File: config.mk
export PLATFORM = sky130hd
export DESIGN_NAME = split_word_64bit_alu
export DESIGN_NICKNAME = d
export VERILOG_FILES = /design/src/hw/rtl/swa_pkg.sv /design/src/hw/rtl/split_word_64bit_alu.sv /design/src/hw/rtl/swa_div_cell.sv /design/src/hw/rtl/swa_div_chain.sv
export SDC_FILE = /design/constraint.sdc
export NUM_CORES = 2
export LEC_CHECK = 0
export BUFFER_PORTS_ARGS = -buffer_cell sky130_fd_sc_hd__buf_2
export CAP_MARGIN = 15
export CORE_ASPECT_RATIO = 0.8
export CORE_MARGIN = 5
export CORE_UTILIZATION = 27
export DETAILED_ROUTE_END_ITERATION = 6
export MAX_ROUTING_LAYER = met4
export PLACE_DENSITY = 0.46
export SLEW_MARGIN = 20
export SYNTH_ARGS = -nofsm -noshare
export SYNTH_HDL_FRONTEND = slang
export SYNTH_SLANG_ARGS = --single-unit
export TNS_END_PERCENT = 50
File: constraint.sdc
create_clock -name i_clk -period 16.69 [get_ports i_clk]
set_input_delay 0 -clock i_clk [delete_from_list [all_inputs] [get_ports i_clk]]
set_output_delay 0 -clock i_clk [all_outputs]
set_load 0.005 [all_outputs]
File: src/hw/rtl/swa_pkg.sv
// ----------------------------------------------------------------------------
// swa_pkg: shared types and constants for the split-word 64-bit ALU
// Operation codes, widths and the cell-to-cell link structure.
// ----------------------------------------------------------------------------
package swa_pkg;

    localparam int DataW  = 64;
    localparam int ActW   = 3;
    localparam int CmpW   = 2;
    localparam int NCells = 4;              // 16-bit slices
    localparam int SliceW = DataW / NCells;
    localparam int StepW  = $clog2(DataW + 1);

    typedef enum logic [ActW-1:0] {
        ACT_ADD = 3'd0,
        ACT_SUB = 3'd1,
        ACT_MUL = 3'd2,
        ACT_CMP = 3'd3,
        ACT_DIV = 3'd4,
        ACT_MOD = 3'd5
    } t_action;

    typedef enum logic [1:0] {
        ST_IDLE = 2'd0,
        ST_DIV  = 2'd1,
        ST_MUL  = 2'd2,
        ST_DONE = 2'd3
    } t_state;

    // Cell-to-cell link: shift bit moving up and borrow from below.
    typedef struct packed {
        logic shift_bit;
        logic borrow;
    } t_link;

    // Control from the sequencer to every cell.
    typedef struct packed {
        logic load;
        logic step;
    } t_cell_ctl;

endpackage

File: src/hw/rtl/split_word_64bit_alu.sv
// ----------------------------------------------------------------------------
// split_word_64bit_alu: 64-bit integer ALU with restoring division
// Add, subtract, multiply, signed compare, unsigned divide and modulo.
// ----------------------------------------------------------------------------
// Channel | Direction | Handshake          | Payload
// in      | input     | i_valid / o_ready  | i_action, i_a_value, i_b_value
// out     | output    | o_valid / i_ready  | o_result_value, o_compare_sign
//
// Divide and modulo: load, 64 steps of the divider cell row (one quotient bit
// per cycle), result register; a zero divisor skips the steps. Multiply: load,
// four 64x16 partial products accumulated, result; other actions: load, result.
// One transaction is in flight at a time; the result is held until taken.
// Synchronous active-low reset clears the control state only.
// ----------------------------------------------------------------------------
module split_word_64bit_alu (
    input  logic                              i_clk,
    input  logic                              i_rst_n,
    input  logic                              i_valid,
    output logic                              o_ready,
    input  logic [swa_pkg::ActW-1:0]          i_action,
    input  logic signed [swa_pkg::DataW-1:0]  i_a_value,
    input  logic signed [swa_pkg::DataW-1:0]  i_b_value,
    output logic                              o_valid,
    input  logic                              i_ready,
    output logic signed [swa_pkg::DataW-1:0]  o_result_value,
    output logic signed [swa_pkg::CmpW-1:0]   o_compare_sign
);

    swa_pkg::t_state r_state, n_state;
    logic [swa_pkg::StepW-1:0] r_cnt, n_cnt;
    logic [swa_pkg::ActW-1:0] r_act;
    logic [swa_pkg::DataW-1:0] r_a, r_b, r_res, n_res;
    logic [swa_pkg::CmpW-1:0] r_cmp;
    logic [swa_pkg::DataW-1:0] w_quo, w_rem, w_pp;
    logic [swa_pkg::SliceW-1:0] w_bslice;
    swa_pkg::t_cell_ctl w_ctl;
    logic w_acc;
    logic [swa_pkg::CmpW-1:0] w_cmp;

    assign w_acc = i_valid & (r_state == swa_pkg::ST_IDLE);

    // signed compare of the incoming operands
    always_comb begin
        if (i_a_value == i_b_value)    w_cmp = 2'b00;
        else if (i_a_value < i_b_value) w_cmp = 2'b11;
        else                            w_cmp = 2'b01;
    end

    // multiply: one 64x16 partial product per cycle
    assign w_bslice = r_b[r_cnt[1:0]*swa_pkg::SliceW +: swa_pkg::SliceW];
    assign w_pp = (r_a * {{(swa_pkg::DataW-swa_pkg::SliceW){1'b0}}, w_bslice})
                  << (r_cnt[1:0]*swa_pkg::SliceW);

    swa_div_chain u_div (
        .i_clk      (i_clk),
        .i_ctl      (w_ctl),
        .i_dividend (i_a_value),
        .i_divisor  (r_b),
        .o_quo      (w_quo),
        .o_rem      (w_rem)
    );

    // sequencer: next state and outputs
    always_comb begin
        n_state = r_state;
        n_cnt   = r_cnt;
        n_res   = r_res;
        w_ctl   = '0;
        o_ready = 1'b0;
        o_valid = 1'b0;
        case (r_state)
            swa_pkg::ST_IDLE: begin
                o_ready = 1'b1;
                w_ctl.load = w_acc;
                n_cnt = '0;
                if (w_acc) begin
                    n_state = swa_pkg::ST_DONE;
                    case (i_action)
                        swa_pkg::ACT_ADD: n_res = i_a_value + i_b_value;
                        swa_pkg::ACT_SUB: n_res = i_a_value - i_b_value;
                        swa_pkg::ACT_MUL: begin
                            n_res = '0;
                            n_state = swa_pkg::ST_MUL;
                        end
                        swa_pkg::ACT_CMP: n_res = {{(swa_pkg::DataW-swa_pkg::CmpW){w_cmp[1]}},
                                                   w_cmp};
                        swa_pkg::ACT_DIV, swa_pkg::ACT_MOD: begin
                            n_res = i_a_value;
                            if (i_b_value != '0) n_state = swa_pkg::ST_DIV;
                        end
                        default: n_res = '0;
                    endcase
                end
            end
            swa_pkg::ST_MUL: begin
                n_res = r_res + w_pp;
                n_cnt = r_cnt + 1'b1;
                if (r_cnt == swa_pkg::StepW'(swa_pkg::NCells - 1)) n_state = swa_pkg::ST_DONE;
            end
            swa_pkg::ST_DIV: begin
                w_ctl.step = 1'b1;
                n_cnt = r_cnt + 1'b1;
                if (r_cnt == swa_pkg::StepW'(swa_pkg::DataW - 1)) n_state = swa_pkg::ST_DONE;
            end
            swa_pkg::ST_DONE: begin
                o_valid = 1'b1;
                if (i_ready) n_state = swa_pkg::ST_IDLE;
            end
            default: n_state = swa_pkg::ST_IDLE;
        endcase
    end

    always_ff @(posedge i_clk) begin
        if (!i_rst_n) begin
            r_state <= swa_pkg::ST_IDLE;
            r_cnt   <= '0;
        end else begin
            r_state <= n_state;
            r_cnt   <= n_cnt;
        end
    end

    // payload registers; the divider result is read from the cell row, which holds it
    always_ff @(posedge i_clk) begin
        if (w_acc) begin
            r_act <= i_action;
            r_a   <= i_a_value;
            r_b   <= i_b_value;
            r_cmp <= w_cmp;
        end
        r_res <= n_res;
    end

    assign o_result_value = (r_state == swa_pkg::ST_DONE && r_b != '0 &&
                             (r_act == swa_pkg::ACT_DIV || r_act == swa_pkg::ACT_MOD)) ?
                            ((r_act == swa_pkg::ACT_DIV) ? w_quo : w_rem) : r_res;
    assign o_compare_sign = r_cmp;

`ifndef SYNTH
    // result offered only from the done state
    a_valid_done: assert property (@(posedge i_clk) disable iff (!i_rst_n)
        o_valid |-> r_state == swa_pkg::ST_DONE) else $error("valid outside done");
    // ready and valid are never high together
    a_excl: assert property (@(posedge i_clk) disable iff (!i_rst_n)
        !(o_ready && o_valid)) else $error("ready and valid together");
    // divide run stays within 64 steps
    a_cnt: assert property (@(posedge i_clk) disable iff (!i_rst_n)
        r_state == swa_pkg::ST_DIV |-> r_cnt < swa_pkg::StepW'(swa_pkg::DataW))
        else $error("divide counter overrun");
`endif

endmodule

File: src/hw/rtl/swa_div_cell.sv
// ----------------------------------------------------------------------------
// swa_div_cell: one 16-bit slice of the restoring divider
// Holds a slice of the remainder and dividend/quotient registers. Each step
// shifts one bit toward the upper neighbor and forms a trial difference,
// passing the borrow upward.
// ----------------------------------------------------------------------------
module swa_div_cell (
    input  logic                         i_clk,
    input  swa_pkg::t_cell_ctl           i_ctl,
    input  logic                         i_commit,
    input  logic [swa_pkg::SliceW-1:0]   i_dvd_load,
    input  logic [swa_pkg::SliceW-1:0]   i_dvs,
    input  swa_pkg::t_link               i_lo,
    input  logic                         i_rem_in,
    output swa_pkg::t_link               o_hi,
    output logic                         o_rem_out,
    output logic [swa_pkg::SliceW-1:0]   o_rem,
    output logic [swa_pkg::SliceW-1:0]   o_quo
);

    logic [swa_pkg::SliceW-1:0] r_rem, n_rem;
    logic [swa_pkg::SliceW-1:0] r_dq, n_dq;
    logic [swa_pkg::SliceW-1:0] w_sh;
    logic [swa_pkg::SliceW:0]   w_diff;

    // shifted remainder slice and trial subtract
    always_comb begin
        w_sh   = {r_rem[swa_pkg::SliceW-2:0], i_rem_in};
        w_diff = {1'b0, w_sh} - {1'b0, i_dvs} - {{swa_pkg::SliceW{1'b0}}, i_lo.borrow};
        o_hi.borrow    = w_diff[swa_pkg::SliceW];
        o_hi.shift_bit = r_dq[swa_pkg::SliceW-1];
        o_rem_out      = r_rem[swa_pkg::SliceW-1];
        n_rem = r_rem;
        n_dq  = r_dq;
        if (i_ctl.load) begin
            n_rem = '0;
            n_dq  = i_dvd_load;
        end else if (i_ctl.step) begin
            n_rem = i_commit ? w_diff[swa_pkg::SliceW-1:0] : w_sh;
            n_dq  = {r_dq[swa_pkg::SliceW-2:0], i_lo.shift_bit};
        end
    end

    always_ff @(posedge i_clk) begin
        r_rem <= n_rem;
        r_dq  <= n_dq;
    end

    assign o_rem = r_rem;
    assign o_quo = r_dq;

endmodule

File: src/hw/rtl/swa_div_chain.sv
// ----------------------------------------------------------------------------
// swa_div_chain: row of divider cells
// Links the slices and decides the quotient bit from the top borrow.
// ----------------------------------------------------------------------------
module swa_div_chain (
    input  logic                        i_clk,
    input  swa_pkg::t_cell_ctl          i_ctl,
    input  logic [swa_pkg::DataW-1:0]   i_dividend,
    input  logic [swa_pkg::DataW-1:0]   i_divisor,
    output logic [swa_pkg::DataW-1:0]   o_quo,
    output logic [swa_pkg::DataW-1:0]   o_rem
);

    swa_pkg::t_link w_link [swa_pkg::NCells+1];
    logic [swa_pkg::NCells:0] w_rbit;
    logic w_commit;

    // quotient bit enters at the bottom; remainder carry out of the top
    assign w_link[0].shift_bit = w_commit;
    assign w_link[0].borrow    = 1'b0;
    assign w_rbit[0]           = o_quo[swa_pkg::DataW-1];
    assign w_commit = w_rbit[swa_pkg::NCells] | ~w_link[swa_pkg::NCells].borrow;

    for (genvar g = 0; g < swa_pkg::NCells; g++) begin : g_cell
        swa_div_cell u_cell (
            .i_clk      (i_clk),
            .i_ctl      (i_ctl),
            .i_commit   (w_commit),
            .i_dvd_load (i_dividend[g*swa_pkg::SliceW +: swa_pkg::SliceW]),
            .i_dvs      (i_divisor[g*swa_pkg::SliceW +: swa_pkg::SliceW]),
            .i_lo       (w_link[g]),
            .i_rem_in   (w_rbit[g]),
            .o_hi       (w_link[g+1]),
            .o_rem_out  (w_rbit[g+1]),
            .o_rem      (o_rem[g*swa_pkg::SliceW +: swa_pkg::SliceW]),
            .o_quo      (o_quo[g*swa_pkg::SliceW +: swa_pkg::SliceW])
        );
    end

endmodule

; After elaboration in Yosys (flattened, before gate mapping)
; Cells that the tools add are included.
[totals]
wordCells = 95
reg_bits = 334
[op_classes]
magnitude_cmp = 1
n_shift = 2
n_eq_ne = 17
mul = 1
muxes = 31
bitwise_logic = 3
add_sub_neg = 11
reduce_logical = 14
[ops]
columns = cell, n
row1 = case mux 64 bit (4 select lines), 1
row2 = two-way mux 16 bit, 12
row3 = two-way mux 64 bit, 3
row4 = adder 64 bit, 2
row5 = case mux 64 bit (2 select lines), 1
row6 = nonzero test 64 bit, 2
row7 = subtractor 16 x 16 -> 17 bit, 4
row8 = equality test 64 bit, 1
row9 = less-than comparator 64 bit, 1
row10 = multiplier 64 x 16 -> 64 bit, 1
row11 = variable part select 64 x 7 -> 16 bit, 1
row12 = << shifter 64 x 6 -> 64 bit, 1
row13 = subtractor 64 bit, 1
row14 = subtractor 17 x 1 -> 17 bit, 3
row15 = two-way mux 2 bit, 7
row16 = case mux 7 bit (2 select lines), 1
row17 = equality test 3 bit (second input constant), 4
row18 = != test 2 bit (second input constant), 4
row19 = case mux 2 bit (4 select lines), 1
row20 = adder 7 x 1 -> 7 bit (second input constant), 1
row21 = equality test 7 x 2 -> 1 bit (second input constant), 1
row22 = equality test 7 x 6 -> 1 bit (second input constant), 1
row23 = equality test 3 x 2 -> 1 bit (second input constant), 2
row24 = nonzero test 2 bit, 3
row25 = 15 further kinds, 21

; Longest topological paths before layout
[logic_depth]
depth_word = 8
depth_mapped = 66
ltp_nobuf = 65

; By module
; A second synthesis with hierarchy kept.
[hier_totals]
hier_cells = 6826
hier_area_um2 = 58746.3
[modules_own_cells]
columns = module, area_each_um2, cells_per_inst, instances, seq_area_each_um2
row1 = split_word_64bit_alu, 48196.2, 5648, 1, 6095.8
row2 = swa_div_cell, 2635.0, 294, 4, 800.8
row3 = swa_div_chain, 10.0, 2, 1, 0.0

; Worst setup path before layout
; No wires, ideal clock.
[synth_path]
kind = flip-flop to flip-flop
from = register u_div.g_cell[3].u_cell.r_dq (netlist bit u_div.g_cell[3].u_cell.o_quo[15])
to = register u_div.g_cell[1].u_cell.r_rem (netlist bit u_div.g_cell[1].u_cell.o_rem[2])
setup_time_ps = 357
required_ps = 16333
period_less_slack_ps = 12930
stages_incl_launch_ff = 66
t_arrival_ps = 12573
path_slack_ps = 3760
cell_sequence = edfxtp_1 -> inv_1 -> ha_1 -> fa_1 -> nor2b_1 -> o21ai_0 -> a21boi_0 -> o21ai_0 -> nand2b_1 -> a21o_1 -> a41o_1 -> o41ai_1 -> o21bai_1 -> a21oi_1 -> o21ai_0 -> fa_1 -> inv_1 -> ha_1 -> (+30 left out) -> fa_1 -> inv_1 -> ha_1 -> nor2_1 -> fa_1 -> a21boi_0 -> o21ai_0 -> nand2b_1 -> a21oi_1 -> o211a_1 -> a2111oi_0 -> nor3_1 -> o21a_1 -> o21ai_2 -> clkbuf_1 -> nand3_1 -> o211ai_1 -> a21oi_1
[synth_via]
elab_chain_cells = 7
[synth_rtl]
columns = element, line
row1 = from (decl), swa_div_cell.sv:22  ; logic [swa_pkg::SliceW-1:0] r_dq, n_dq;
row2 = from (signal assigned), swa_div_cell.sv:46  ; r_dq <= n_dq;
row3 = subtractor 16 x 16 -> 17 bit *, swa_div_cell.sv:29  ; w_diff = {1'b0, w_sh} - {1'b0, i_dvs} - {{swa_pkg::SliceW{1'b0}}, i_lo.borrow};
row4 = subtractor 17 x 1 -> 17 bit *, swa_div_cell.sv:29
row5 = subtractor 17 x 1 -> 17 bit (2 in a row), swa_div_cell.sv:29
row6 = NOT 1 bit, swa_div_chain.sv:22  ; assign w_commit = w_rbit[swa_pkg::NCells] | ~w_link[swa_pkg::NCells].borrow;
row7 = bitwise OR 1 bit, swa_div_chain.sv:22
row8 = two-way mux 16 bit *, swa_div_cell.sv:39  ; n_rem = i_commit ? w_diff[swa_pkg::SliceW-1:0] : w_sh;
row9 = to (signal assigned), swa_div_cell.sv:45  ; r_rem <= n_rem;
row10 = to (decl), swa_div_cell.sv:21  ; logic [swa_pkg::SliceW-1:0] r_rem, n_rem;
; Mark *: on every way between the ends. The rest lies on a longest branch, timed or not.
; A chain may end at the register's enable or synchronous reset.

; Final worst setup path
[layout_path]
from = register u_div.g_cell[3].u_cell.r_dq (netlist bit u_div.g_cell[3].u_cell.o_quo[15])
to = register u_div.g_cell[0].u_cell.r_rem (netlist bit u_div.g_cell[0].u_cell.o_rem[14])
[layout_via]
elab_chain_cells = 7
[layout_rtl]
columns = element, line
row1 = subtractor 16 x 16 -> 17 bit *, swa_div_cell.sv:29
row2 = subtractor 17 x 1 -> 17 bit (3 in a row), swa_div_cell.sv:29
row3 = NOT 1 bit, swa_div_chain.sv:22
row4 = bitwise OR 1 bit, swa_div_chain.sv:22
row5 = two-way mux 16 bit *, swa_div_cell.sv:39
row6 = to (signal assigned), swa_div_cell.sv:45
row7 = to (decl), swa_div_cell.sv:21
; Marked as above.

==> impl_metrics.py <==
metrics = {
    "run_status": {
        "run_status": "finished clean",
    },
    "cts": {
        "post_cts.resized_instances": 0,
        "cts_max_path_buffers": 3,
        "post_cts.repair.setup_buffers": 0,
        "cts.clk_slew.worst_paths_ns": 0.07,
        "cts.root.buffer_cell": "sky130_fd_sc_hd__clkbuf_16",
        "cts_hold_buffers": 130,
        "h-tree-depth": 2,
        "numCtsBuffers": 44,
        "clock_sink_count": 334,
        "worst_skew_pair.late_latency_ns": 0.62,
        "cts_tree": "yes",
    },
    "run": {
        "timing.max_cap.violations": 0,
    },
    "drt": {
        "routedWlPerCell_um": 25.7,
        "dr.pass1.iters": 6,
        "drt.antenna.violating_nets": 0,
        "routed-via-count": 51700,
        "routed_wl_mm": 254,
        "detail_route.vias_per_cell": 5.25,
        "first_iter_violations": 5043,
        "detail_route.drc_violations": 0,
    },
    "final_layout": {
        "finalCoreUtilization": 0.303,
        "nets": 8278,
        "drive_gt1_frac": 0.0637,
        "syn2layout_area_growth_pct": 11.7,
    },
    "placed_design": {
        "dpl_worst_slack_ns": 1.47,
        "gp_routability_congestion": 0.956,
        "portBuffers": 202,
        "dpl.hpwl_mm": 203,
    },
    "grt": {
        "maximum_number_of_pins_on_one_net_before_global_route_repair": 72,
        "globalRoute.totalOverflow": 0,
        "gr-usage-all-layers": 0.229,
        "grt_pass1_wl_mm": 368,
        "grt_antenna_before_repair": 29,
        "vias_in_the_first_global_route": 51100,
    },
    "timing": {
        "final_min_period_over_clock_period": 0.928,
        "fin_skew_ns": 0.0424,
        "final_worst_setup_slack_ns": 1.21,
        "finalCriticalPeriod_ns": 15.48,
        "relSlewSlack": 0.186,
        "top_achievable_clock_speed_mhz": 64.6,
        "grt_setup_unrepaired": "no",
        "final.setup.tns_ns": 0,
        "final-setup-viol-count": 0,
        "hold-worst-slack_ns": 0.0172,
        "report.final.hold_viol_count": 0,
        "tightest_slew_ns": 1.22,
        "slew_violations": 0,
    },
    "yosys": {
        "synth_edf_count": 261,
        "synth_area_per_cell_um2": 8.31,
        "synth_seq_area_share": 0.162,
        "syn-num-nets": 8200,
        "postSynthRegisterBits": 334,
        "dominantRegCellSynth": "sky130_fd_sc_hd__edfxtp_1",
        "synth_top_area_cell": "sky130_fd_sc_hd__fa_1",
        "synthDistinctLibCells": 98,
        "ys_top_cells_by_count": "1,121 x sky130_fd_sc_hd__nand2_1, 1,006 x sky130_fd_sc_hd__inv_1, 762 x sky130_fd_sc_hd__fa_1",
        "yosys.cell_count.top_type": "sky130_fd_sc_hd__nand2_1",
        "synth_largest_type_area_fraction": 0.266,
        "syn-cell-area_um2": 57400,
        "ys_top_cells_by_area": "sky130_fd_sc_hd__fa_1 27%, sky130_fd_sc_hd__edfxtp_1 14%, sky130_fd_sc_hd__ha_1 8.7%, sky130_fd_sc_hd__nand2_1 7.3%, sky130_fd_sc_hd__inv_1 6.6%",
        "yosys_warnings": 0,
        "asyncSetResetFlopFracSynth": 0,
        "gate_count_of_the_mapped_netlist": 6904,
    },
    "setup_path": {
        "worst_r2r_path_depth": 65,
        "timing_worst_setup_path_type": "reg -> reg",
        "worstSetupEndpointType": "register",
        "worst_path_largest_cell_delay_ns": 0.73,
        "crit_slowest_cell": "sky130_fd_sc_hd__o21a_2",
        "crit_path_frequent_cell": "sky130_fd_sc_hd__a21oi_1",
        "critical_path_arrival_ns": 15.93,
        "worstPathRequired_ns": 17.14,
        "start_kind": "register",
        "cp_max_fo": 30,
    },
    "hold_path": {
        "cell_count_of_the_worst_hold_path": 4,
        "hp-class": "in -> reg",
    },
    "die": {
        "start_util": 0.271,
        "pin_count": 203,
        "floorplan.die_area_um2": 222000,
        "core-area_um2": 212000,
        "placement_rows": 151,
        "chipWidth_um": 525,
        "fp.dieH_um": 422,
    },
}
-- metrics by stage --
| step | cells | cell area [µm²] |
|---|---|---|
| 2_1_floorplan | 6904 | 57400 |
| 3_3_place_gp | 9632 | 61200 |
| 3_5_place_dp | 9635 | 61200 |
| 4_1_cts | 9847 | 64000 |
| 5_1_grt | 9857 | 64100 |
| 6_report | 9860 | 64100 |
-- worst paths after layout --
path              slack, ns                          endpoint                             start
hold / removal         0.02   u_div.g_cell[0].u_cell.o_rem[1]                           i_valid
setup reg to reg       1.21  u_div.g_cell[0].u_cell.o_rem[14]  u_div.g_cell[3].u_cell.o_quo[15]
hold reg to reg        0.49  u_div.g_cell[3].u_cell.o_rem[12]  u_div.g_cell[3].u_cell.o_rem[11]
setup / recovery       1.21  u_div.g_cell[0].u_cell.o_rem[14]  u_div.g_cell[3].u_cell.o_quo[15]
-- registers in the layout (all words and copies together) (netlist names) --
register,cells
r_act,3
r_res,64
u_div.g_cell.u_cell.o_rem,64
r_b,64
u_div.g_cell.u_cell.o_quo,64
o_compare_sign,2
r_cnt,7
r_a,64
r_state,2
-- cells in the final DEF (no fill, tap or decap), types with 41 or more instances in the layout --
master / instances
sky130_fd_sc_hd__a21oi_1: 515
sky130_fd_sc_hd__inv_1: 1006
sky130_fd_sc_hd__nor2_1: 401
sky130_fd_sc_hd__xor2_1: 64
sky130_fd_sc_hd__o21bai_1: 78
sky130_fd_sc_hd__nor3_1: 50
sky130_fd_sc_hd__o22ai_1: 53
sky130_fd_sc_hd__clkbuf_16: 47
sky130_fd_sc_hd__nand2b_1: 48
sky130_fd_sc_hd__buf_2: 204
sky130_fd_sc_hd__dlygate4sd3_1: 130
sky130_fd_sc_hd__xnor2_1: 176
sky130_fd_sc_hd__o21ai_0: 220
sky130_fd_sc_hd__nor4_1: 66
sky130_fd_sc_hd__a21o_1: 131
sky130_fd_sc_hd__ha_1: 398
sky130_fd_sc_hd__nand3_1: 80
sky130_fd_sc_hd__a31oi_1: 86
sky130_fd_sc_hd__buf_4: 84
sky130_fd_sc_hd__nand4_1: 48
sky130_fd_sc_hd__dfxtp_1: 71
sky130_fd_sc_hd__fa_1: 762
sky130_fd_sc_hd__a211oi_1: 48
sky130_fd_sc_hd__nor2b_1: 48
sky130_fd_sc_hd__nand2_1: 1119
sky130_fd_sc_hd__mux2i_1: 41
sky130_fd_sc_hd__edfxtp_1: 261
sky130_fd_sc_hd__and2_1: 260
-- worst max-delay path: cells and delay by family (launching register included) --
| family | cells | cell delay, ns |
|---|---|---|
| compound gates | 35 | 8.03 |
| fa+ha+maj | 11 | 3.75 |
| simple gates | 13 | 2.07 |
| buf+inv | 4 | 0.58 |
| xor+xnor | 2 | 0.49 |
| flops | 1 | 0.40 |
-- cells by family (layout without fill, tap and decap cells) --
| kind of cell | Yosys count | after routing | share of synthesized area |
|---|---|---|---|
| XOR/XNOR | 241 | 241 | 0.0370 |
| adder cells (fa/ha/maj) | 1161 | 1161 | 0.353 |
| AO/OA/AOI/OAI | 1492 | 1492 | 0.167 |
| AND/OR/NAND/NOR | 2216 | 2216 | 0.174 |
| flip-flops | 334 | 334 | 0.162 |
| buffers and inverters | 1398 | 1512 | 0.0923 |
| multiplexers | 62 | 62 | 0.0146 |
| other | 0 | 12 | 0 |
-- final cells by class --
class | instances | area, µm²
Sequential cell | 334 | 9300
Inverter | 1011 | 3800
Fill cell | 22800 | 148000
Timing Repair Buffer | 419 | 2960
Antenna cell | 12 | 30.0
Tap cell | 2830 | 3540
Multi-Input combinational cell | 5172 | 42900
Clock inverter | 23 | 268
Clock buffer | 59 | 1250
-- per-layer routing --
layer  global-route usage  part of all wire
met5                    -                 0
met2                0.332              0.42
met1                0.334              0.47
met4               0.0525             0.027
met3               0.0378             0.079
Power is not shown: default switching activity piles up to over one toggle a cycle in this logic, so the estimate is an artifact.
